--- config.mk ---
export PLATFORM = sky130hd
export DESIGN_NAME = rpw_sqrt_cell
export DESIGN_NICKNAME = d
export VERILOG_FILES = /design/src/rtl/rpw_pkg.sv /design/src/rtl/rpw_sqrt_cell.sv
export SDC_FILE = /design/constraint.sdc
export NUM_CORES = 1
export LEC_CHECK = 0
export BUFFER_PORTS_ARGS = -buffer_cell sky130_fd_sc_hd__buf_2
export CAP_MARGIN = 20
export CORE_AREA = 5 5 189 118
export DETAILED_ROUTE_END_ITERATION = 7
export DIE_AREA = 0 0 194 123
export PLACE_DENSITY = 0.57
export SYNTH_ARGS = -nofsm -noshare
export SYNTH_HDL_FRONTEND = slang
export SYNTH_SLANG_ARGS = --single-unit
--- constraint.sdc ---
create_clock -name clk -period 1.9 [get_ports clk]
set_input_delay 0.095 -clock clk [delete_from_list [all_inputs] [get_ports clk]]
set_output_delay 0.095 -clock clk [all_outputs]
set_load 0.02 [all_outputs]
--- src/rtl/rpw_pkg.sv ---
// shared types, widths and constants for the radar polar-to-world converter
// no dependencies
package rpw_pkg;

    localparam int RANGE_W   = 18;
    localparam int ANGLE_W   = 16;
    localparam int OFS_W     = 24;
    localparam int HGT_W     = 16;
    localparam int WORLD_W   = 25;
    localparam int SQ_IN_W   = 2 * RANGE_W;
    localparam int REM_W     = RANGE_W + 2;
    localparam int XY_W      = 52;
    localparam int Z_W       = 34;
    localparam int STEPS_DEF = 16;
    localparam int STEPS_MAX = 32;

    localparam logic [1:0] REG_OFS_X  = 2'd0;
    localparam logic [1:0] REG_OFS_Y  = 2'd1;
    localparam logic [1:0] REG_HEIGHT = 2'd2;
    localparam logic [1:0] REG_YAW    = 2'd3;

    localparam logic [33:0] ANG_SCALE    = 34'd12281662764;
    localparam logic [29:0] INV_GAIN_Q30 = 30'd652032874;

    // travels alongside the data through every cell
    typedef struct packed {
        logic                  valid;
        logic                  below;
        logic                  neg;
        logic signed [Z_W-1:0] z;
    } side_t;

    function automatic logic [31:0] atan_q30(input int idx);
        logic [31:0] v;
        case (idx)
            0:  v = 32'd843314856;
            1:  v = 32'd497837829;
            2:  v = 32'd263043836;
            3:  v = 32'd133525158;
            4:  v = 32'd67021686;
            5:  v = 32'd33543515;
            6:  v = 32'd16775850;
            7:  v = 32'd8388437;
            8:  v = 32'd4194282;
            9:  v = 32'd2097149;
            10: v = 32'd1048575;
            11: v = 32'd524287;
            12: v = 32'd262143;
            13: v = 32'd131071;
            14: v = 32'd65535;
            15: v = 32'd32767;
            16: v = 32'd16383;
            17: v = 32'd8191;
            18: v = 32'd4095;
            19: v = 32'd2047;
            20: v = 32'd1023;
            21: v = 32'd511;
            22: v = 32'd255;
            23: v = 32'd127;
            24: v = 32'd63;
            25: v = 32'd31;
            26: v = 32'd15;
            27: v = 32'd7;
            28: v = 32'd3;
            29: v = 32'd1;
            default: v = 32'd0;
        endcase
        return v;
    endfunction

endpackage

--- src/rtl/rpw_sqrt_cell.sv ---
// one digit of the restoring integer square root, two radicand bits per cell
// depends on rpw_pkg
module rpw_sqrt_cell #(
    parameter int IDX = 0
) (
    input  logic                               clk,
    input  logic                               rst_n,
    input  logic                               ce,
    input  rpw_pkg::side_t                     side_in,
    input  logic [rpw_pkg::SQ_IN_W-1:0]        rad_in,
    input  logic [rpw_pkg::REM_W-1:0]          rem_in,
    input  logic [rpw_pkg::RANGE_W-1:0]        root_in,
    output rpw_pkg::side_t                     side_out,
    output logic [rpw_pkg::SQ_IN_W-1:0]        rad_out,
    output logic [rpw_pkg::REM_W-1:0]          rem_out,
    output logic [rpw_pkg::RANGE_W-1:0]        root_out
);
    import rpw_pkg::*;

    logic [REM_W+1:0]   rem_sh;
    logic [REM_W+1:0]   trial;
    logic [REM_W-1:0]   rem_next;
    logic [RANGE_W-1:0] root_next;
    side_t              side_reg;
    logic [SQ_IN_W-1:0] rad_reg;
    logic [REM_W-1:0]   rem_reg;
    logic [RANGE_W-1:0] root_reg;

    always_comb
    begin
        rem_sh = {rem_in, rad_in[SQ_IN_W-1-2*IDX -: 2]};
        trial  = {2'b00, root_in, 2'b01};
        if (rem_sh >= trial)
        begin
            rem_next  = REM_W'(rem_sh - trial);
            root_next = {root_in[RANGE_W-2:0], 1'b1};
        end
        else
        begin
            rem_next  = REM_W'(rem_sh);
            root_next = {root_in[RANGE_W-2:0], 1'b0};
        end
    end

    always_ff @(posedge clk or negedge rst_n)
    begin
        if (!rst_n)
            side_reg <= '0;
        else if (ce)
            side_reg <= side_in;
    end

    always_ff @(posedge clk)
    begin
        if (ce)
        begin
            rad_reg        <= rad_in;
            rem_reg        <= rem_next;
            root_reg       <= root_next;
        end
    end

    assign side_out = side_reg;
    assign rad_out  = rad_reg;
    assign rem_out  = rem_reg;
    assign root_out = root_reg;
endmodule

==> summary.md, run 1 <==
| Metric | Value |
|---|---|
| Synthesized cell area | roughly 0.0050 sq mm |
| First-pass GRT wire length | roughly 24 mm |
| Area after DPL | approximately 0.0072 sq mm |
| Initial core utilization | between 20% and 30% |
| R2R depth | 1 |
| Netlist cell types | 42 |
| WP data required | around 2 ns |
| Via count | between 4000 and 5000 |
| Unrepaired setup endpoints after global routing | yes |
| Setup TNS | -0.658 ns |
| Share of cells above drive strength 1 | roughly 57% |
| Final Hold Fails | 0 |
| Gr ovfl total | 0 |
| Post-Place Worst Slack | -0.540 ns |
| Status | complete, but fails checks |
| Ys flop type | edfxtp_1 |
| IO Count | 225 |
| GRT Overall Usage | between 10 and 15% |
| Min-delay src | rem_in[16] |
| Clk buf depth | 2 |
| Kind of end point of the critical path | register |
| Largest net degree at the start of global routing | 38 |
| Register bit total from synthesis | 111 |
| Wirelength, routed | roughly 15 mm |
| Async set-reset flop share out of synthesis | about a third |
| Vias/cell | roughly 4.2 |
| Seq/Total Area, Yosys | 62.8% |
| Pleak | 3.90 nW |
| H-tree depth | 3 |
| Cell Rows | just over 40 |
| Syn nets | about 480 |
| Worst setup startpoint | root_in[14] |
| Skew final | 0 ns |
| Pwr dens | between 700 and 800 mW/mm^2 |
| Area Overhead vs Synth | 75.1% |
| Synth warnings | 0 |
| R2R setup slack | between 1 and 1.5 ns |
| Clock sink count | approximately 110 |
| Violated checks | setup timing |
| Critical-path maximum fanout | 5 |
| Peak supply drop | 0.412 mV |
| Initial antenna violation count | 3 |
| Antenna-violating nets left | 0 |
| Reg2reg start | side_out[19] |
| Max-slew headroom | 45.9% |
| Number of global-route vias before repair | around 4500 |
| CTS Root Cell | clkbuf_16 |
| FF/Latch Area | 0.00315 sq mm |
| Die H | 123 um |
| Final setup viols | 18 |
| Setup WS post-layout | -0.0616 ns |
| Clk_lat worst skew | between 0.3 and 0.4 ns |
| Worst setup path category | in -> reg |
| CTS tree | done |
| Core ar. | a little over 0.02 sq mm |
| Fillers | 1891 |
| IO Port Bufs | around 220 |
| Initial DRT Pass Iterations | 4 |
| R2R Path End | side_out[19] |
| Path type of the worst min-delay path | in -> reg |
| Multi-input logic area | about 0.0020 sq mm |
| Design area | slightly below 0.009 sq mm |
| Die Span X | roughly 190 um |
| Tmin final | between 1.5 and 2 ns |
| Initial DRC count | about 190 |
| Syn avg cell area | 14.6 sq um |
| DIE AREA | between 0.02 and 0.025 sq mm |
| Wire per inst | ~15 um |
| Worst Setup EP | rem_out[4] |
| Worst slew pin tran | 0.812 ns |
| Worst Path Arrival | ~2.1 ns |
| Fmax | 510 MHz |
| Pins Over Slew Limit | 0 |
| Post-synth EDFFs | 74 |
| DP HPWL | between 10 and 15 mm |
| CTS buffer count | 9 |
| Worst Setup Start Kind | input port |
| Max_cap viols | 0 |
| Final #Nets | between 800 and 900 |
| Gpl congestion | between 0.8 and 0.9 |
| DRC viols | 0 |
| Crit share post-route | 103% |
| Post-synthesis cell count | around 340 |
| Worst-path clk slew | roughly 0.07 ns |
## cells in the mapped netlist, drive strengths merged, types with 5 or more instances
cell type,count,share of area (%)
xor2,9,1.6
nand2,10,0.80
o21ai,9,0.90
xnor2,9,1.6
edfxtp,74,44
inv,27,2.0
ha,20,5.0
a211oi,5,0.75
clkbuf,5,0.37
dfrtp,37,18
nand3,6,0.60
a21oi,17,1.8
mux2,55,14
nor2,12,0.90
nor3,6,0.60
## report_power, final
| part | internal (mW) | switching, mW |
|---|---|---|
| combinational | 1.01 | 0.989 |
| clock | 0.960 | 0.924 |
| sequential | 2.87 | 0.0819 |
## routing by layer
layer | global-route usage [%] | up-vias | wire length, um
met1 | 16.5 | 2026 | 6940
met3 | 6.15 | 17 | 1560
met4 | 3.12 | 4 | 235
met2 | 19.3 | 164 | 6620
met5 | 0 | - | 21
li1 | - | 2103 | -
## cell families (layout without fill, tap and decap cells)
logic type / after synthesis / count (layout) / share of synthesized area [%]
AO/OA/AOI/OAI: 54 / 54 / 7.26
XOR/XNOR: 18 / 18 / 3.14
adder cells (fa/ha/maj): 20 / 20 / 4.99
buffers and inverters: 35 / 448 / 3.07
flip-flops: 111 / 111 / 62.8
multiplexers: 57 / 57 / 14.0
other: 0 / 1 / 0
AND/OR/NAND/NOR: 48 / 48 / 4.72
## how the worst min path moves through the flow
stage                    to  slack, ns  cells after the start
6_report        rem_out[18]       0.07                      2
5_1_grt         rem_out[15]       0.05                      2
4_1_cts        root_out[15]       0.03                      1
3_5_place_dp    side_out[7]       0.24                      1
3_3_place_gp    side_out[7]       0.24                      1
2_1_floorplan   side_out[0]      -0.20                      0
## cell usage in the layout (no fill, tap or decap), types with 4 or more instances in the layout
cell	Yosys	layout
nor2_1	12	12
buf_2	0	214
dfrtp_1	37	37
a211oi_1	5	4
buf_6	3	7
a21oi_4	0	4
nand2_1	9	8
buf_4	0	87
nand3_1	6	6
inv_2	0	7
xnor2_1	9	8
ha_4	0	13
xor2_1	9	9
inv_1	27	16
mux2_4	17	18
o21a_1	4	4
mux2_2	38	37
a21oi_1	15	11
ha_1	20	6
dlygate4sd3_1	0	90
buf_12	0	4
o21ai_0	8	4
nor3_1	6	5
edfxtp_1	74	74
clkbuf_16	0	10
## worst max-delay path, stage by stage
cell,delay (ns)
buf_6,0.10
inv_12,0.03
ha_4,0.22
and2_4,0.15
a221o_1,0.37
a21oi_4,0.18
o31ai_4,0.10
o211ai_4,0.30
clkbuf_16,0.22
mux2_4,0.29
## repair_timing
item / CTS / global route
pin swaps: 10 / 29
hold buffers: 89 / 1
resized for setup: 21 / 50
endpoints found under the hold margin: 125 / 1
buffers inserted: 4 / 8
endpoints found under the setup margin: 20 / 21
gates cloned: 1 / 0
## through the flow
step                      total power, mW  util [%]  hold WS (ns)  instances
final                                6.84      42.9        0.0695       1036
after global routing                 7.21      42.9        0.0503       1036
after CTS                            6.86      41.5        0.0265       1027
after global placement               4.70      35.0         0.239        917
after detailed placement             4.71      35.0         0.239        917
after floorplan                      3.95         -        -0.201        343
## state kept, by name (all words and copies together), names as in the netlist
name      cells
rad_out      36
rem_out      20
root_out     18
side_out     37
## layout make-up
| class | count | area share, % |
|---|---|---|
| Inverter | 27 | 1.38 |
| Tap cell | 279 | 3.98 |
| Clock inverter | 6 | 0.727 |
| Antenna cell | 1 | 0.0285 |
| Sequential cell | 111 | 35.9 |
| Multi-Input combinational cell | 197 | 23.0 |
| Timing Repair Buffer | 405 | 32.3 |
| Clock buffer | 10 | 2.72 |
Note: power is estimated with default switching activity, not from simulation.
==> run 2, diff against run 1 <==
REMOVE_ABC_BUFFERS = 1   (was default)
==> summary.md, run 2 (synthesized netlist as in run 1, its figures left out) <==
| Metric | Value |
|---|---|
| Worst-path clk slew | roughly 0.080 ns |
| Most frequent cells in the layout | buf_2 (214), dlygate4sd3_1 (89), buf_4 (88) |
| Max_cap viols | 0 |
| Slowest stage delay, CP | 0.31 ns |
| Hold Slack | between 0.02 and 0.03 ns |
| Largest net degree at the start of global routing | 38 |
| Skew final | 0 ns |
| Worst Path Arrival | approximately 2.0 ns |
| DRC viols | 0 |
| Clock sink count | between 100 and 150 |
| Antenna-violating nets left | 0 |
| Fin util | a little over two fifths |
| Reg2reg start | side_out[9] |
| Core ar. | ~0.020 sq mm |
| CTS buffer count | 9 |
| Unrepaired setup endpoints after global routing | yes |
| R2R depth | 1 |
| Worst Setup Start Kind | input port |
| Cell Rows | 41 |
| Critical Path, Cell by Cell | buf_2, inv_1, ha_4, a21oi_4, o21ai_2, a211o_1, a21o_1, o211ai_4, buf_6, mux2_4 |
| Vias/cell | 4.11 |
| IO Port Bufs | 224 |
| Worst setup startpoint | root_in[7] |
| Initial antenna violation count | 0 |
| Wirelength, routed | 15.6 mm |
| DP HPWL | 11.1 mm |
| Die H | roughly 120 um |
| H-tree depth | 3 |
| IO Count | 225 |
| Initial core utilization | 24.5% |
| Gr ovfl total | 0 |
| Violated checks | setup timing |
| Tmin final | approximately 1.9 ns |
| Gpl congestion | 0.817 |
| Worst setup path category | in -> reg |
| CTS tree | done |
| Clk_lat worst skew | roughly 0.35 ns |
| Worst Hold End | root_out[9] |
| Min-delay src | root_in[8] |
| Power Total | 6.90 mW |
| Pleak | slightly below 4 nW |
| Pins Over Slew Limit | 0 |
| Setup TNS | -0.0318 ns |
| Setup WS post-layout | -0.0131 ns |
| Die Span X | ~190 um |
| Initial DRC count | 140 |
| Clk buf depth | 2 |
| R2R setup slack | around 1.1 ns |
| Wire per inst | around 15 um |
| Area Overhead vs Synth | 74.8% |
| Share of cells above drive strength 1 | 57.1% |
| Final setup viols | 6 |
| Number of global-route vias before repair | between 4000 and 5000 |
| Largest register FFs | 37 |
| Pwr dens | 788 mW/mm^2 |
| Kind of end point of the critical path | register |
| Max-slew headroom | 42.8% |
| R2R Path End | side_out[9] |
| Most common cell after layout, fill and taps aside | buf_2 |
| Crit share post-route | 101% |
| Status | complete, but fails checks |
| Path type of the worst min-delay path | in -> reg |
| First-pass GRT wire length | ~24 mm |
| Fmax | about 520 MHz |
| Initial DRT Pass Iterations | 5 |
| Hold path depth | 2 |
| Critical-path maximum fanout | 6 |
| DIE AREA | between 0.02 and 0.025 sq mm |
| Antenna Cells | 0 |
| Peak supply drop | about 0.42 mV |
| Final #Nets | about 890 |
| Final Hold Fails | 0 |
| WP data required | 2.00 ns |
| Worst slew pin tran | approximately 0.86 ns |
| GRT Overall Usage | a little over an eighth |
| Fillers | 1885 |
| CTS Root Cell | clkbuf_16 |
| Slowest stage cell, crit path | mux2_4 |
| Via count | between 4000 and 5000 |
[run 2: cell types whose count changed in the layout (fill, tap and decap cells not counted), moves of 2 or more]
cell,before,now
inv_1,16,18
o21ai_1,3,1
buf_6,7,10
o21ai_0,4,7
[run 2: layout make-up]
class | instances | area (sq um) | area share (%)
multi-input combinational | 197 | 2020 | 23.0
timing repair buffer | 406 | 2830 | 32.3
clock inverter | 6 | 80.1 | 0.914
clock buffer | 10 | 229 | 2.61
tap | 279 | 349 | 3.98
inverter | 27 | 109 | 1.24
sequential | 111 | 3150 | 35.9
[run 2: critical path: cells and delay by family]
kind / cells / cell delay, ns
buffers and inverters: 3 / 0.39
AOI/OAI and AO/OA: 5 / 0.99
adders and majority gates: 1 / 0.23
muxes: 1 / 0.31
[run 2: power breakdown]
group | total, mW | leakage, nW | switching, mW | internal, mW
sequential | 2.95 | 1.16 | 0.0785 | 2.87
combinational | 1.98 | 2.59 | 0.986 | 0.998
clock | 1.97 | 0.152 | 0.922 | 1.05
[run 2: how the worst max path moves through the flow]
stage / to / slack [ns]
after floorplan: rem_out[19] / -0.97
after CTS: rem_out[17] / 0.0007
after global routing: rem_out[17] / -0.07
after global placement: rem_out[19] / -0.54
final: rem_out[19] / -0.01
after detailed placement: rem_out[19] / -0.58
[run 2: repair_timing]
| action | in CTS | in global routing |
|---|---|---|
| resized for setup | 59 | 16 |
| hold buffers | 89 | 0 |
| endpoints found under the hold margin | 125 | 0 |
| buffers inserted | 9 | 2 |
| pin swaps | 26 | 9 |
| setup endpoints to repair | 20 | 20 |
| cloned | 1 | 0 |
[run 2: per-layer routing]
layer | vias to the layer above | GRT usage, % | part of all wire (%)
met5 | - | 0 | 0
met4 | 0 | 3.51 | 1.3
met3 | 11 | 4.19 | 6.9
met2 | 140 | 21.7 | 47
met1 | 2017 | 16.6 | 45
li1 | 2091 | - | -
[run 2: per-stage QoR]
step | area [sq um] | std cells | setup WS, ns
floorplan | 4960 | 335 | -0.972
global placement | 7150 | 924 | -0.542
detailed placement | 7150 | 924 | -0.578
CTS | 8720 | 1036 | 0.000725
global route | 8760 | 1036 | -0.0652
finish | 8760 | 1036 | -0.0131
==> run 3, diff against run 2 <==
==> constraint.sdc (replaced) <==
create_clock -name clk -period 1.9 [get_ports clk]
set_input_delay 0.285 -clock clk [delete_from_list [all_inputs] [get_ports clk]]
set_output_delay 0.285 -clock clk [all_outputs]
set_load 0.02 [all_outputs]
==> summary.md, run 3 (synthesized netlist as in run 1, its figures left out) <==
| Metric | Value |
|---|---|
| Gpl congestion | between 0.8 and 0.9 |
| Setup TNS | -4.27 ns |
| Final #Nets | about 800 |
| Clk buf depth | 2 |
| Kind of end point of the critical path | register |
| Final setup viols | 20 |
| H-tree depth | 3 |
| Antenna Cells | 0 |
| Largest register FFs | 37 |
| Peak supply drop | roughly 0.4 mV |
| Wire per inst | approximately 15 um |
| Status | complete, but fails checks |
| Gr ovfl total | 0 |
| Largest net degree at the start of global routing | 47 |
| Die Span X | slightly below 200 um |
| Initial DRT Pass Iterations | 4 |
| GRT Overall Usage | between 10 and 15% |
| Most common cell after layout, fill and taps aside | buf_2 |
| Worst Setup Start Kind | input port |
| Clk_lat worst skew | approximately 0.35 ns |
| Violated checks | setup timing |
| Unrepaired setup endpoints after global routing | yes |
| Vias/cell | roughly 4.1 |
| Tmin final | 2.13 ns |
| Setup WS post-layout | -0.235 ns |
| Slowest stage delay, CP | 0.51 ns |
| DP HPWL | 11.2 mm |
| Hold Slack | 0.0978 ns |
| Worst path most repeated cell | buf_12 |
| Number of global-route vias before repair | just under 4000 |
| DRC viols | 0 |
| Via count | about 4000 |
| Final Hold Fails | 0 |
| Wirelength, routed | approximately 14 mm |
| Skew final | 0 ns |
| DIE AREA | 0.0239 sq mm |
| Share of cells above drive strength 1 | approximately 65% |
| Critical-path maximum fanout | 6 |
| Worst-path clk slew | 0.08 ns |
| Initial antenna violation count | 0 |
| Clock sink count | roughly 110 |
| Critical Path, Cell by Cell | buf_2, ha_1, or4_4, a21oi_2, o31ai_4, o211ai_4, buf_12, buf_12, mux2_4 |
| Worst slew pin tran | 0.499 ns |
| Worst Path Arrival | about 2.2 ns |
| Crit share post-route | 112% |
| Worst setup path category | in -> reg |
| CTS tree | done |
| Slowest stage cell, crit path | or4_4 |
| R2R depth | 1 |
| Pins Over Slew Limit | 0 |
| Pwr dens | around 840 mW/mm^2 |
| Initial core utilization | 24.5% |
| Pleak | 3.56 nW |
| Fmax | ~470 MHz |
| Path type of the worst min-delay path | in -> reg |
| First-pass GRT wire length | between 20 and 25 mm |
| Antenna-violating nets left | 0 |
| Area Overhead vs Synth | 58.8% |
| IO Count | 225 |
| Hold path depth | 1 |
| Most frequent cells in the layout | buf_2 (211), buf_4 (88), edfxtp_1 (74) |
| Initial DRC count | approximately 140 |
| CTS Root Cell | clkbuf_16 |
| CTS buffer count | 9 |
| Cell Rows | 41 |
| Max_cap viols | 0 |
| IO Port Bufs | ~220 |
| Max-slew headroom | between 60% and 70% |
| WP data required | about 2 ns |
| Core ar. | just over 0.02 sq mm |
| Die H | approximately 120 um |
==> run 3: cell count changes in the layout (fill, tap and decap cells not counted), sizes merged <==
cell	before	now
clkinv	3	2
clkbuf	10	9
dlygate4sd3	89	1
inv	29	30
bufinv	1	0
clkinvlp	0	2
buf	317	321
==> run 3: metal layers <==
metal	vias to the layer above	wire (um)	track usage [%]	part of all wire, %
li1	1924	-	-	-
met4	0	243	3.56	1.7
met1	1863	6930	15.9	49
met5	-	0	0	0
met2	141	6110	17.1	43
met3	12	959	3.95	6.7
==> run 3: final cells by class <==
cell class | count | area [sq um]
Sequential cell | 111 | 3150
Inverter | 27 | 116
Clock inverter | 7 | 66.3
Multi-Input combinational cell | 197 | 2010
Fill cell | 1993 | 12500
Timing Repair Buffer | 322 | 2050
Clock buffer | 9 | 225
Tap cell | 279 | 349
==> run 3: path summary, 6_finish.rpt <==
kind                                     end  slack (ns)         start
worst min-delay path            root_out[12]         0.1   root_in[11]
min in group asynchronous        side_out[3]        0.51         rst_n
worst max register to register   side_out[9]        1.12   side_out[9]
worst max-delay path             rem_out[19]       -0.23    rem_in[16]
worst min register to register  side_out[25]        0.51  side_out[25]
max in group asynchronous       side_out[11]        1.04         rst_n
==> run 3: per-stage QoR <==
stage / instances / utilization (%) / setup slack (ns) / area, sq um / power (mW)
6_report: 952 / 38.9 / -0.235 / 7960 / 6.68
3_5_place_dp: 925 / 34.9 / -0.765 / 7150 / 4.71
3_3_place_gp: 925 / 34.9 / -0.740 / 7150 / 4.69
2_1_floorplan: 335 / - / -1.16 / 4960 / 3.90
5_1_grt: 952 / 38.9 / -0.289 / 7960 / 7.05
4_1_cts: 950 / 38.4 / -0.225 / 7860 / 6.79
==> run 3: timing repair <==
action                                  4_1_cts  5_1_grt
buffers inserted                              6        6
hold buffers                                  1        0
gates cloned                                  2        0
endpoints found under the setup margin       21       21
pin swaps                                    20       15
hold endpoints to repair                     37        0
resized for setup                            60       27
==> run 3: critical path: cells and delay by family <==
family | cells | cell delay (ns)
fa+ha+maj | 1 | 0.23
buf+inv | 3 | 0.39
compound gates | 3 | 0.52
mux | 1 | 0.30
simple gates | 1 | 0.51
==> run 3: where the power goes <==
group	leakage (nW)	internal, mW	switching, mW	total (mW)
sequential	1.16	2.87	0.0773	2.95
clock	0.136	0.921	0.935	1.86
combinational	2.26	0.918	0.957	1.88
