File: src/rtl/rpw_pkg.sv
// shared types, widths and constants for the radar polar-to-world converter
// no dependencies
package rpw_pkg;

    localparam int RANGE_W   = 18;
    localparam int ANGLE_W   = 16;
    localparam int OFS_W     = 24;
    localparam int HGT_W     = 16;
    localparam int WORLD_W   = 25;
    localparam int SQ_IN_W   = 2 * RANGE_W;
    localparam int REM_W     = RANGE_W + 2;
    localparam int XY_W      = 52;
    localparam int Z_W       = 34;
    localparam int STEPS_DEF = 16;
    localparam int STEPS_MAX = 32;

    localparam logic [1:0] REG_OFS_X  = 2'd0;
    localparam logic [1:0] REG_OFS_Y  = 2'd1;
    localparam logic [1:0] REG_HEIGHT = 2'd2;
    localparam logic [1:0] REG_YAW    = 2'd3;

    localparam logic [33:0] ANG_SCALE    = 34'd12281662764;
    localparam logic [29:0] INV_GAIN_Q30 = 30'd652032874;

    // travels alongside the data through every cell
    typedef struct packed {
        logic                  valid;
        logic                  below;
        logic                  neg;
        logic signed [Z_W-1:0] z;
    } side_t;

    function automatic logic [31:0] atan_q30(input int idx);
        logic [31:0] v;
        case (idx)
            0:  v = 32'd843314856;
            1:  v = 32'd497837829;
            2:  v = 32'd263043836;
            3:  v = 32'd133525158;
            4:  v = 32'd67021686;
            5:  v = 32'd33543515;
            6:  v = 32'd16775850;
            7:  v = 32'd8388437;
            8:  v = 32'd4194282;
            9:  v = 32'd2097149;
            10: v = 32'd1048575;
            11: v = 32'd524287;
            12: v = 32'd262143;
            13: v = 32'd131071;
            14: v = 32'd65535;
            15: v = 32'd32767;
            16: v = 32'd16383;
            17: v = 32'd8191;
            18: v = 32'd4095;
            19: v = 32'd2047;
            20: v = 32'd1023;
            21: v = 32'd511;
            22: v = 32'd255;
            23: v = 32'd127;
            24: v = 32'd63;
            25: v = 32'd31;
            26: v = 32'd15;
            27: v = 32'd7;
            28: v = 32'd3;
            29: v = 32'd1;
            default: v = 32'd0;
        endcase
        return v;
    endfunction

endpackage

File: src/rtl/rpw_cordic_cell.sv
// one rotation-mode cordic iteration with a fixed shift of IDX
// depends on rpw_pkg
module rpw_cordic_cell #(
    parameter int IDX = 0
) (
    input  logic                               clk,
    input  logic                               rst_n,
    input  logic                               ce,
    input  rpw_pkg::side_t                     side_in,
    input  logic signed [rpw_pkg::XY_W-1:0]    x_in,
    input  logic signed [rpw_pkg::XY_W-1:0]    y_in,
    output rpw_pkg::side_t                     side_out,
    output logic signed [rpw_pkg::XY_W-1:0]    x_out,
    output logic signed [rpw_pkg::XY_W-1:0]    y_out
);
    import rpw_pkg::*;

    localparam logic signed [Z_W-1:0] ATAN = Z_W'(atan_q30(IDX));

    logic signed [XY_W-1:0] xs;
    logic signed [XY_W-1:0] ys;
    logic signed [XY_W-1:0] x_next;
    logic signed [XY_W-1:0] y_next;
    logic signed [Z_W-1:0]  z_next;
    side_t                  side_reg;
    logic signed [XY_W-1:0] x_reg;
    logic signed [XY_W-1:0] y_reg;

    always_comb
    begin
        xs = x_in >>> IDX;
        ys = y_in >>> IDX;
        if (!side_in.z[Z_W-1])
        begin
            x_next = x_in - ys;
            y_next = y_in + xs;
            z_next = side_in.z - ATAN;
        end
        else
        begin
            x_next = x_in + ys;
            y_next = y_in - xs;
            z_next = side_in.z + ATAN;
        end
    end

    always_ff @(posedge clk or negedge rst_n)
    begin
        if (!rst_n)
            side_reg <= '0;
        else if (ce)
        begin
            side_reg.valid <= side_in.valid;
            side_reg.below <= side_in.below;
            side_reg.neg   <= side_in.neg;
            side_reg.z     <= z_next;
        end
    end

    always_ff @(posedge clk)
    begin
        if (ce)
        begin
            x_reg          <= x_next;
            y_reg          <= y_next;
        end
    end

    assign side_out = side_reg;
    assign x_out    = x_reg;
    assign y_out    = y_reg;
endmodule

File: config.mk
export PLATFORM = sky130hd
export DESIGN_NAME = rpw_cordic_cell
export DESIGN_NICKNAME = d
export VERILOG_FILES = /design/src/rtl/rpw_pkg.sv /design/src/rtl/rpw_cordic_cell.sv
export SDC_FILE = /design/constraint.sdc
export NUM_CORES = 1
export LEC_CHECK = 0
export BUFFER_PORTS_ARGS = -buffer_cell sky130_fd_sc_hd__buf_4
export CORE_AREA = 3 3 219 221
export CTS_CLUSTER_SIZE = 16
export DETAILED_ROUTE_END_ITERATION = 7
export DIE_AREA = 0 0 222 224
export PLACE_DENSITY = 0.63
export SLEW_MARGIN = 25
export SYNTH_ARGS = -nofsm -noshare
export SYNTH_HDL_FRONTEND = slang
export SYNTH_SLANG_ARGS = --single-unit
File: constraint.sdc
create_clock -name clk -period 0.9 [get_ports clk]
set_clock_uncertainty 0.2 [all_clocks]
set_input_delay 0.18 -clock clk [delete_from_list [all_inputs] [get_ports clk]]
set_output_delay 0.18 -clock clk [all_outputs]
set_load 0.05 [all_outputs]
==> impl_summary.txt, run 1 <==
----------------------------------------------------
[Run status]
  Status ... finished with violations
  Failing checks ... hold timing, setup timing

[GRT]
  Antenna violations before repair ... 2
  Wire length of the first global-routing pass ... between 100000 and 150000 µm
  Overall routing resource usage ... 0.2980
  Via count of the first global-routing pass ... 20.33k
  Pin count of the biggest net entering global routing ... 95
  Total grt overflow ... 0

[STA]
  Unrepaired setup endpoints after global routing ... yes
  Final hold vios ... 12
  Final max-slew violation count ... 0
  Post-route clock period utilization ... 3.138
  Slew at the pin closest to its max-slew limit ... roughly 1.1 ns
  Final total negative setup slack ... -272.71 ns
  Number of endpoints failing setup at the final stage ... 279
  Fmax ... 354.1 MHz
  Rel. slew slack ... 0.2899
  Fin Hold WS ... -0.2559 ns
  Final critical-path required period ... roughly 2.8 ns
  Worst path setup slack after routing ... -1.924 ns

[Routing]
  Iter 0 DRT Violations ... 1381
  DRT Wirelength ... about 77000 µm
  Total via count after detailed routing ... 19.74k
  Routed length per placed instance ... 21.09 µm
  Residual DRC count ... 0
  Number of antenna-violating nets in the routed design ... 0
  First-pass iteration count of the detailed router ... 5
  DR vias/cell ... 5.414

[Clock tree]
  Number of sinks on the clock net ... 140
  Hold buffers post-CTS ... 6
  Clock tree from TritonCTS ... done
  Root buffer cell ... clkbuf_16
  Clock buffers created by TritonCTS ... 17
  Clock input transition at the sequential cells of the worst setup and hold paths ... 0.07 ns
  Clock buffer depth ... 2
  Worst skew pair latency ... 0.49 ns
  H-Tree Level Count ... 4

[Synth]
  Synth Cell Area ... about 16000 µm²
  Syn. warnings ... 0
  EDFF count, synth ... 103
  Number of library cell types mapped by synthesis ... 97
  Part of the Yosys area used for sequential elements ... 0.2489
  Synthesis-stage register bit count ... 140
  Dominant register cell in the synthesized netlist ... edfxtp_1
  Post-synthesis async set-or-reset flop share ... 0.2643
  Syn Nets ... ~2.3k
  Mean cell area of the mapped netlist ... 8.299 µm²
  Number of instances in the synthesized netlist ... ~1.9k

[Placed design]
  Placement-stage worst setup slack ... -2.487 ns
  RePlAce Congestion ... 1.052
  Dpl hpwl ... just over 60000 µm
  Area of placed instances ... 25850 µm²
  Number of input and output port buffers inserted ... 284

[Critical path]
  Critical Path End Type ... flip-flop
  Required time of the critical path ... around 0.94 ns
  Largest fanout of any net on the critical path ... 3
  Kind of start point of the critical path ... input port
  Worst EP arrival ... 2.87 ns
  Critical path class ... input port to flip-flop

[Power and ir drop]
  Power, Total ... 41390 µW
  Pwr/cell area ... 1412 nW/µm²
  Peak supply drop ... 1.734 mV
  Leak pwr ... 0.01327 µW

[Cells and area]
  Number of antenna diodes ... 0
  Area growth syn-to-layout ... 81.54%
  Most used cells in the layout excluding fill and tap cells ... buf_4 (1029), a21oi_1 (156), ha_1 (147), nor2_1 (139), inv_1 (123)
  Area of all placed cells without fillers ... 29320 µm²
  Number of filler cells placed in the layout ... approximately 3.8k
  Area of all sequential standard cells ... 4064 µm²
  Final nets ... 3372
  Share of the core filled with cells ... 0.6324
  Most common cell after layout, fill and taps aside ... buf_4
  Multi-input gate area in the final layout ... ~14000 µm²
  Share of final-layout standard cells stronger than drive strength 1 ... 0.5539

[Die]
  # IOs ... 285
  Initial core utilization ... 0.3484
  Number of placement rows ... 79
  Floorplan die height ... 224 µm
  Full die area ... a little under 50000 µm²
  Core region area ... 46360 µm²
  Die extent in x ... 222 µm

[Job]
  # Max-Cap Violations ... 0

[Worst hold path]
  Class of the tightest hold or removal check ... input port to flip-flop

----------------------------------------------------
## stage by stage
| step | hold slack, ns | cells |
|---|---|---|
| finish | -0.2559 | 3647 |
| global route | -0.2751 | 3647 |
| CTS | -0.2912 | 3611 |
| detailed placement | -0.1811 | 3534 |
| global placement | -0.1826 | 3534 |
| floorplan | -0.3156 | 1946 |
## path summary, 6_finish.rpt
path                                          startpoint                        to  slack (ns)  cells after the start
worst max-delay path                             x_in[1]       y_out[22]$_DFFE_PP_       -1.92                     12
worst min-delay path                          side_in[2]   side_out[2]$_DFFE_PN0P_       -0.26                      2
worst max register to register  side_out[17]$_DFFE_PN0P_  side_out[17]$_DFFE_PN0P_       -0.12                      1
worst min register to register  side_out[31]$_DFFE_PN0P_  side_out[31]$_DFFE_PN0P_        0.32                      1
max in group asynchronous                          rst_n  side_out[17]$_DFFE_PN0P_        0.29                      3
min in group asynchronous                          rst_n  side_out[34]$_DFFE_PN0P_       -0.14                      2
## final cells by class
type	count	area share
sequential	140	0.1386
multi-input combinational	1564	0.4787
clock buffer	25	0.01801
tap	607	0.02591
timing repair buffer	1141	0.3126
clock inverter	7	0.001707
inverter	163	0.02445
## what timing repair did
item	CTS	global route
endpoints found under the hold margin	81	14
pin swaps	134	138
setup endpoints to repair	279	279
setup buffers	48	43
resized for setup	257	209
## layer usage
| metal | vias to the layer above | part of all wire | global-route usage |
|---|---|---|---|
| met1 | 9473 | 0.43 | 0.3853 |
| met2 | 826 | 0.47 | 0.5016 |
| met3 | 174 | 0.060 | 0.04862 |
| li1 | 9267 | - | - |
| met4 | 4 | 0.038 | 0.1129 |
| met5 | - | 0.00031 | 0 |
## cells by family after synthesis
kind of cell	synth area share
AOI/OAI and AO/OA	0.2730
xor gates and xnor gates	0.06834
adders and majority gates	0.1576
buffers and inverters	0.06826
DFF	0.2489
muxes	0.03719
and+or+nand+nor	0.1468
## worst max-delay path, cell delays in order
cell        delay [ns]
buf_8             0.08
clkinvlp_4        0.13
fa_2              0.43
o21ba_4           0.21
or4_4             0.45
nand4b_1          0.18
a21oi_4           0.11
or3_4             0.39
o211ai_4          0.24
a21oi_2           0.10
mux2i_1           0.23
xnor2_1           0.12
## cell usage after synthesis, drive strengths merged (5+ instances only)
| cell type | instances | area share |
|---|---|---|
| a2111oi | 13 | 0.0095 |
| a211o | 5 | 0.0027 |
| a211oi | 37 | 0.018 |
| a21boi | 5 | 0.0023 |
| a21o | 50 | 0.023 |
| a21oi | 247 | 0.078 |
| a311oi | 5 | 0.0031 |
| a31oi | 12 | 0.0056 |
| and2 | 7 | 0.0027 |
| and3 | 13 | 0.0051 |
| buf | 27 | 0.013 |
| clkbuf | 52 | 0.018 |
| clkinv | 8 | 0.0019 |
| dfrtp | 37 | 0.057 |
| edfxtp | 103 | 0.19 |
| ha | 197 | 0.15 |
| inv | 155 | 0.036 |
| mux2 | 32 | 0.022 |
| mux2i | 24 | 0.015 |
| nand2 | 125 | 0.029 |
| nand2b | 9 | 0.0035 |
| nand3 | 37 | 0.012 |
| nand4 | 27 | 0.011 |
| nor2 | 161 | 0.037 |
| nor2b | 23 | 0.0094 |
| nor3 | 50 | 0.015 |
| nor4 | 17 | 0.0070 |
| o211ai | 16 | 0.0081 |
| o21a | 12 | 0.0056 |
| o21ai | 128 | 0.040 |
| o21bai | 45 | 0.021 |
| o221ai | 5 | 0.0027 |
| o22ai | 7 | 0.0027 |
| o311ai | 5 | 0.0027 |
| o31ai | 36 | 0.017 |
| o41ai | 9 | 0.0053 |
| or2 | 6 | 0.0023 |
| or3 | 5 | 0.0019 |
| or4 | 5 | 0.0023 |
| xnor2 | 99 | 0.054 |
| xor2 | 27 | 0.015 |
## power by group
group | internal [µW] | switching, µW | total, µW
registers | 8550 | 644 | 9190
logic | 10700 | 14200 | 24800
clock network | 4090 | 3300 | 7390
total | 23300 | 18100 | 41400
## registers in the layout (all words and copies together), names as in the netlist
name,flops
x_out,51
y_out,52
side_out,37
(Power assumes the default switching activity.)
==> inputs of run 2 (changes only) <==
- CELL_PAD_IN_SITES_DETAIL_PLACEMENT: default -> 1
- CELL_PAD_IN_SITES_GLOBAL_PLACEMENT: default -> 2
- CORE_AREA: 3 3 219 221 -> 3 3 233 235
- DIE_AREA: 0 0 222 224 -> 0 0 236 238
- PLACE_DENSITY: 0.63 -> default
- PLACE_DENSITY_LB_ADDON: default -> 0.1
==> run 2 against run 1 <==
  * The flow still finishes with violations (hold timing, setup timing)
  * Routed wire length is 25% higher
  * Cell count is 4.3% higher
  * First-iteration DRC count is 3.2% lower
  * Hold slack better by 0.17 ns
  * Sequential power is 3.4% higher
  * Via count is 4.9% higher
  * Combinational power is 12% higher
  * Final area is 6.3% higher
  * Utilization is 3.8 points lower
  * Non-clock buffer count is 76 higher
  * Die area is 13% higher
==> impl_summary.txt, run 2 (synthesis results as in run 1) <==
----------------------------------------------------
[Routing]
  Routed length per placed instance ... ~25 µm
  Number of antenna-violating nets in the routed design ... 0
  Iter 0 DRT Violations ... 1337
  DRT Wirelength ... 96110 µm
  Total via count after detailed routing ... 20.72k
  First-pass iteration count of the detailed router ... 6
  Residual DRC count ... 0
  DR vias/cell ... ~5.4

[Placed design]
  Placement-stage worst setup slack ... -2.741 ns
  Dpl hpwl ... 73780 µm
  Number of input and output port buffers inserted ... around 280
  RePlAce Congestion ... 0.9504

[Critical path]
  Most common cell on crit path ... a21oi_4
  Cell with the biggest individual delay on the critical path ... or4_4
  Critical path class ... input port to flip-flop
  Kind of start point of the critical path ... input port
  Maximum cell stage delay along the critical path ... 0.46 ns
  Critical Path End Type ... flip-flop
  Worst EP arrival ... 2.92 ns
  Required time of the critical path ... 0.95 ns
  Largest fanout of any net on the critical path ... 5
  Crit-path cells ... buf_8, clkinvlp_4, fa_2, o21ba_4, or4_4, nand4b_1, a21oi_4, a21oi_4, a31oi_4, o21ai_4, a311oi_2, xor2_1

[STA]
  Worst path setup slack after routing ... -1.971 ns
  Post-route clock period utilization ... 3.190
  Number of endpoints failing setup at the final stage ... 279
  Final max-slew violation count ... 0
  Final critical-path required period ... 2.871 ns
  Final hold vios ... 27
  Fin Hold WS ... -0.08786 ns
  Unrepaired setup endpoints after global routing ... yes
  Slew at the pin closest to its max-slew limit ... 0.9542 ns
  Fmax ... between 300 and 400 MHz
  Rel. slew slack ... 0.3639

[Clock tree]
  H-Tree Level Count ... 4
  Clock buffers created by TritonCTS ... 17
  Root buffer cell ... clkbuf_16
  Clock input transition at the sequential cells of the worst setup and hold paths ... 0.08 ns
  Number of sinks on the clock net ... 140
  Worst skew pair latency ... 0.51 ns
  Hold buffers post-CTS ... 8
  Clock tree from TritonCTS ... done
  Clock buffer depth ... 2

[Power and ir drop]
  Pwr/cell area ... between 1000 and 1500 nW/µm²
  Leak pwr ... 0.01400 µW
  Peak supply drop ... 1.610 mV

[Job]
  # Max-Cap Violations ... 0

[Cells and area]
  Final nets ... ~3.4k
  Number of flip-flops in the largest register ... 52
  Area growth syn-to-layout ... 92.91%
  Share of final-layout standard cells stronger than drive strength 1 ... 0.5764
  Most common cell after layout, fill and taps aside ... buf_4
  Share of the core filled with cells ... 0.5940
  Most used cells in the layout excluding fill and tap cells ... buf_4 (940), buf_6 (234), a21oi_1 (156), ha_1 (142), nor2_1 (139)

[Die]
  Core region area ... 52450 µm²
  Number of placement rows ... 84
  Floorplan die height ... 238 µm
  Initial core utilization ... 0.3079
  # IOs ... 285
  Full die area ... 56170 µm²
  Die extent in x ... 236 µm

[GRT]
  Via count of the first global-routing pass ... 22.07k
  Antenna violations before repair ... 3
  Overall routing resource usage ... 0.3178
  Wire length of the first global-routing pass ... 137400 µm
  Pin count of the biggest net entering global routing ... 58
  Total grt overflow ... 0

[Worst hold path]
  Class of the tightest hold or removal check ... input port to flip-flop

[Run status]
  Failing checks ... hold timing, setup timing
  Status ... finished with violations

----------------------------------------------------
## run 2: cell types whose count changed in the layout (fill, tap and decap cells not counted), moves of 4 or more
cell / change
a211oi_2: +6
a21oi_2: -8
a21oi_4: +8
buf_4: -89
buf_6: +155
buf_8: +5
ha_1: -5
ha_4: +6
mux2_2: -7
mux2_4: +7
o21ai_0: -8
o21ai_2: +5
xnor2_1: -6
xnor2_2: +4
## run 2: stage by stage
stage	instance area (µm²)	setup TNS, ns	power (µW)	instances
final	31150	-277.50	45140	3805
after floorplan	17650	-211.61	21430	1946
after CTS	29150	-270.73	42160	3755
after detailed placement	26160	-319.73	32130	3642
after global routing	31150	-288.47	46780	3805
after global placement	26160	-315.12	31780	3642
## run 2: timing repair
action	4_1_cts	5_1_grt
gates cloned	0	2
setup buffers	86	64
gates resized for setup	360	359
pin swaps	166	161
endpoints found under the setup margin	279	280
endpoints found under the hold margin	48	29
## run 2: final timing paths
check / start / end / slack (ns) / cells past startpoint
setup / recovery: x_in[1] / y_out[46]$_DFFE_PP_ / -1.97 / 12
hold reg to reg: side_out[36]$_DFFE_PN0P_ / side_out[36]$_DFFE_PN0P_ / 0.33 / 1
max in group asynchronous: rst_n / side_out[8]$_DFFE_PN0P_ / 0.28 / 3
hold / removal: side_in[4] / side_out[4]$_DFFE_PN0P_ / -0.09 / 3
min in group asynchronous: rst_n / side_out[0]$_DFFE_PN0P_ / -0.02 / 3
setup reg to reg: side_out[30]$_DFFE_PN0P_ / side_out[30]$_DFFE_PN0P_ / -0.25 / 2
## run 2: power breakdown
group          leakage [µW]  switching [µW]  internal [µW]
logic                0.0123           15500          12300
registers           0.00140             931           8570
clock network      0.000300            3610           4260
## run 2: worst max-delay path, delay by kind of cell
kind / cells / cell delay, ns
AOI/OAI and AO/OA: 6 / 1.23
and+or+nand+nor: 2 / 0.66
adders and majority gates: 1 / 0.42
xor gates and xnor gates: 1 / 0.21
buffers and inverters: 2 / 0.20
## run 2: final cells by class
type | count | area, µm²
Antenna cell | 1 | 2.502
Timing Repair Buffer | 1217 | 10420
Fill cell | 5803 | 21290
Clock buffer | 24 | 540.5
Multi-Input combinational cell | 1564 | 14480
Clock inverter | 8 | 66.31
Inverter | 163 | 719.4
Tap cell | 688 | 860.8
Sequential cell | 140 | 4064
## run 2: per-layer routing
layer	up-vias	track usage	share of wire
li1	9415	-	-
met1	10510	0.4095	0.43
met2	624	0.5421	0.49
met3	164	0.05421	0.049
met4	2	0.1029	0.034
met5	-	0	0.00014
==> inputs of run 3 (changes only) <==
- RECOVER_POWER: default -> 100
==> run 3 against run 2 <==
  * The run still ends with hold timing, setup timing left
  * Worst setup slack barely moved
  * First-iteration DRC count unchanged
  * Hold slack stayed put
  * Register-to-register slack about the same
  * Non-clock buffer count is the same
  * Critical endpoint unchanged
==> impl_summary.txt, run 3 (synthesis results as in run 1) <==
----------------------------------------------------
[GRT]
  Pin count of the biggest net entering global routing ... 58
  Antenna violations before repair ... 3
  Wire length of the first global-routing pass ... 137400 µm
  Total grt overflow ... 0
  Overall routing resource usage ... 0.3178
  Via count of the first global-routing pass ... 22.07k

[Routing]
  Number of antenna-violating nets in the routed design ... 0
  Total via count after detailed routing ... 20.72k
  Residual DRC count ... 0
  DRT Wirelength ... 96100 µm
  Iter 0 DRT Violations ... 1337
  First-pass iteration count of the detailed router ... 6
  Routed length per placed instance ... 25.26 µm
  DR vias/cell ... around 5.4

[Cells and area]
  Most used cells in the layout excluding fill and tap cells ... buf_4 (940), buf_6 (234), a21oi_1 (156), ha_1 (142), nor2_1 (139)
  Share of final-layout standard cells stronger than drive strength 1 ... 0.5764
  Final nets ... 3448
  Number of flip-flops in the largest register ... 52
  Area of all placed cells without fillers ... between 30000 and 40000 µm²
  Area growth syn-to-layout ... 92.91%
  Most common cell after layout, fill and taps aside ... buf_4
  Number of filler cells placed in the layout ... 5803

[Power and ir drop]
  Sw Share ... 0.4438
  Part of the power in registers ... 0.211
  Pwr/cell area ... 1449 nW/µm²
  Net switching power of the design ... 20040 µW
  Peak supply drop ... 1.610 mV
  Clock power share ... 0.174
  Leak pwr ... 0.01400 µW
  Portion of total power attributed to combinational logic ... 0.615
  Design internal power ... 25110 µW
  Power, Total ... 45150 µW

[Clock tree]
  Clock buffers created by TritonCTS ... 17
  Clock tree from TritonCTS ... done
  Root buffer cell ... clkbuf_16
  Clock input transition at the sequential cells of the worst setup and hold paths ... 0.08 ns
  Worst skew pair latency ... 0.51 ns
  H-Tree Level Count ... 4
  Hold buffers post-CTS ... 8
  Clock buffer depth ... 2
  Number of sinks on the clock net ... 140

[Die]
  # IOs ... 285
  Full die area ... around 56000 µm²
  Floorplan die height ... 238 µm
  Die extent in x ... 236 µm
  Core region area ... 52450 µm²
  Number of placement rows ... 84
  Initial core utilization ... 0.3079

[Critical path]
  Instance count on the critical path ... 12
  Worst setup path startpoint ... x_in[1]
  Largest fanout of any net on the critical path ... 5
  Worst setup path end ... y_out[46]$_DFFE_PP_
  Crit-path cells ... buf_8, clkinvlp_4, fa_2, o21ba_4, or4_4, nand4b_1, a21oi_4, a21oi_4, a31oi_4, o21ai_4, a311oi_2, xor2_1
  Internal reg-to-reg setup slack ... -0.25 ns
  Critical Path End Type ... flip-flop
  Critical path class ... input port to flip-flop
  Kind of start point of the critical path ... input port
  Crit path max-delay family ... compound AO/OA/AOI/OAI gates
  Reg2reg start ... side_out[30]$_DFFE_PN0P_
  Cell with the biggest individual delay on the critical path ... or4_4
  R2R Path End ... side_out[30]$_DFFE_PN0P_
  Maximum cell stage delay along the critical path ... 0.46 ns
  Most common cell on crit path ... a21oi_4
  Buffers plus inverters on the worst setup path ... 2
  Register-to-Register Path Depth ... 2
  Worst EP arrival ... 2.92 ns
  Required time of the critical path ... 0.95 ns

[Run status]
  Failing checks ... hold timing, setup timing
  Status ... finished with violations

[STA]
  Rel. slew slack ... 0.3639
  Fmax ... around 350 MHz
  Fin Hold WS ... -0.08786 ns
  Final hold vios ... 28
  Post-route clock period utilization ... 3.190
  Final max-slew violation count ... 0
  Number of endpoints failing setup at the final stage ... 279
  Final critical-path required period ... 2.871 ns
  Unrepaired setup endpoints after global routing ... yes
  Slew at the pin closest to its max-slew limit ... 0.9542 ns
  Worst path setup slack after routing ... -1.971 ns

[Placed design]
  Number of input and output port buffers inserted ... 284
  Area of placed instances ... 26160 µm²
  RePlAce Congestion ... 0.9504
  Dpl hpwl ... 73780 µm

[Job]
  # Max-Cap Violations ... 0

[Worst hold path]
  Critical hold path startpoint ... side_in[4]
  Class of the tightest hold or removal check ... input port to flip-flop

----------------------------------------------------
run 3: cell counts in the layout (fill, tap and decap cells not counted):
No cell type changed its count.
run 3: layout make-up:
class,count,area [µm²],area share
multi-input combinational,1564,14480,0.4648
timing repair buffer,1217,10420,0.3345
sequential,140,4064,0.1304
tap,688,860.8,0.02763
inverter,163,719.4,0.02309
clock buffer,24,540.5,0.01735
clock inverter,8,66.31,0.002129
antenna,1,2.502,0.00008032
run 3: tightest hold or removal path, delay by kind of cell:
family                   cells  cell delay, ns
adder cells (fa/ha/maj)      1            0.18
multiplexers                 1            0.13
buffers and inverters        1            0.09
run 3: worst min-delay path by stage:
stage                                   end  slack (ns)  cells past startpoint
finish              side_out[4]$_DFFE_PN0P_       -0.09                      3
floorplan           side_out[0]$_DFFE_PN0P_       -0.32                      0
global route        side_out[4]$_DFFE_PN0P_       -0.09                      3
CTS                 side_out[4]$_DFFE_PN0P_       -0.12                      3
detailed placement  side_out[0]$_DFFE_PN0P_       -0.03                      2
global placement    side_out[0]$_DFFE_PN0P_       -0.05                      2
run 3: power by group through the flow:
stage / Clock, µW / Combinational (µW) / Sequential [µW]
after detailed placement: 0 / 22800 / 9340
final: 7870 / 27800 / 9500
after floorplan: 0 / 8070 / 13400
after global placement: 0 / 22500 / 9300
after global routing: 8210 / 29000 / 9610
after CTS: 7950 / 25000 / 9240
run 3: repair_timing:
| action | CTS | global route |
|---|---|---|
| pin swaps | 166 | 161 |
| gates resized for setup | 360 | 359 |
| gates cloned | 0 | 2 |
| hold endpoints to repair | 48 | 29 |
| setup buffers | 86 | 64 |
| endpoints found under the setup margin | 279 | 280 |
run 3: stage by stage:
step | setup WS, ns | setup TNS (ns) | utilization | std cells
floorplan | -2.006 | -211.61 | - | 1946
global placement | -2.663 | -315.12 | 0.4989 | 3642
detailed placement | -2.741 | -319.73 | 0.4989 | 3642
CTS | -1.873 | -270.73 | 0.5559 | 3755
global route | -2.016 | -288.47 | 0.5940 | 3805
finish | -1.971 | -277.49 | 0.5940 | 3805
run 3: layer usage:
| layer | routed length, µm | global-route usage | vias to the layer above |
|---|---|---|---|
| met5 | 13 | 0 | - |
| met4 | 3308 | 0.1029 | 2 |
| li1 | - | - | 9415 |
| met1 | 41410 | 0.4095 | 10520 |
| met2 | 46720 | 0.5421 | 621 |
| met3 | 4651 | 0.05421 | 164 |
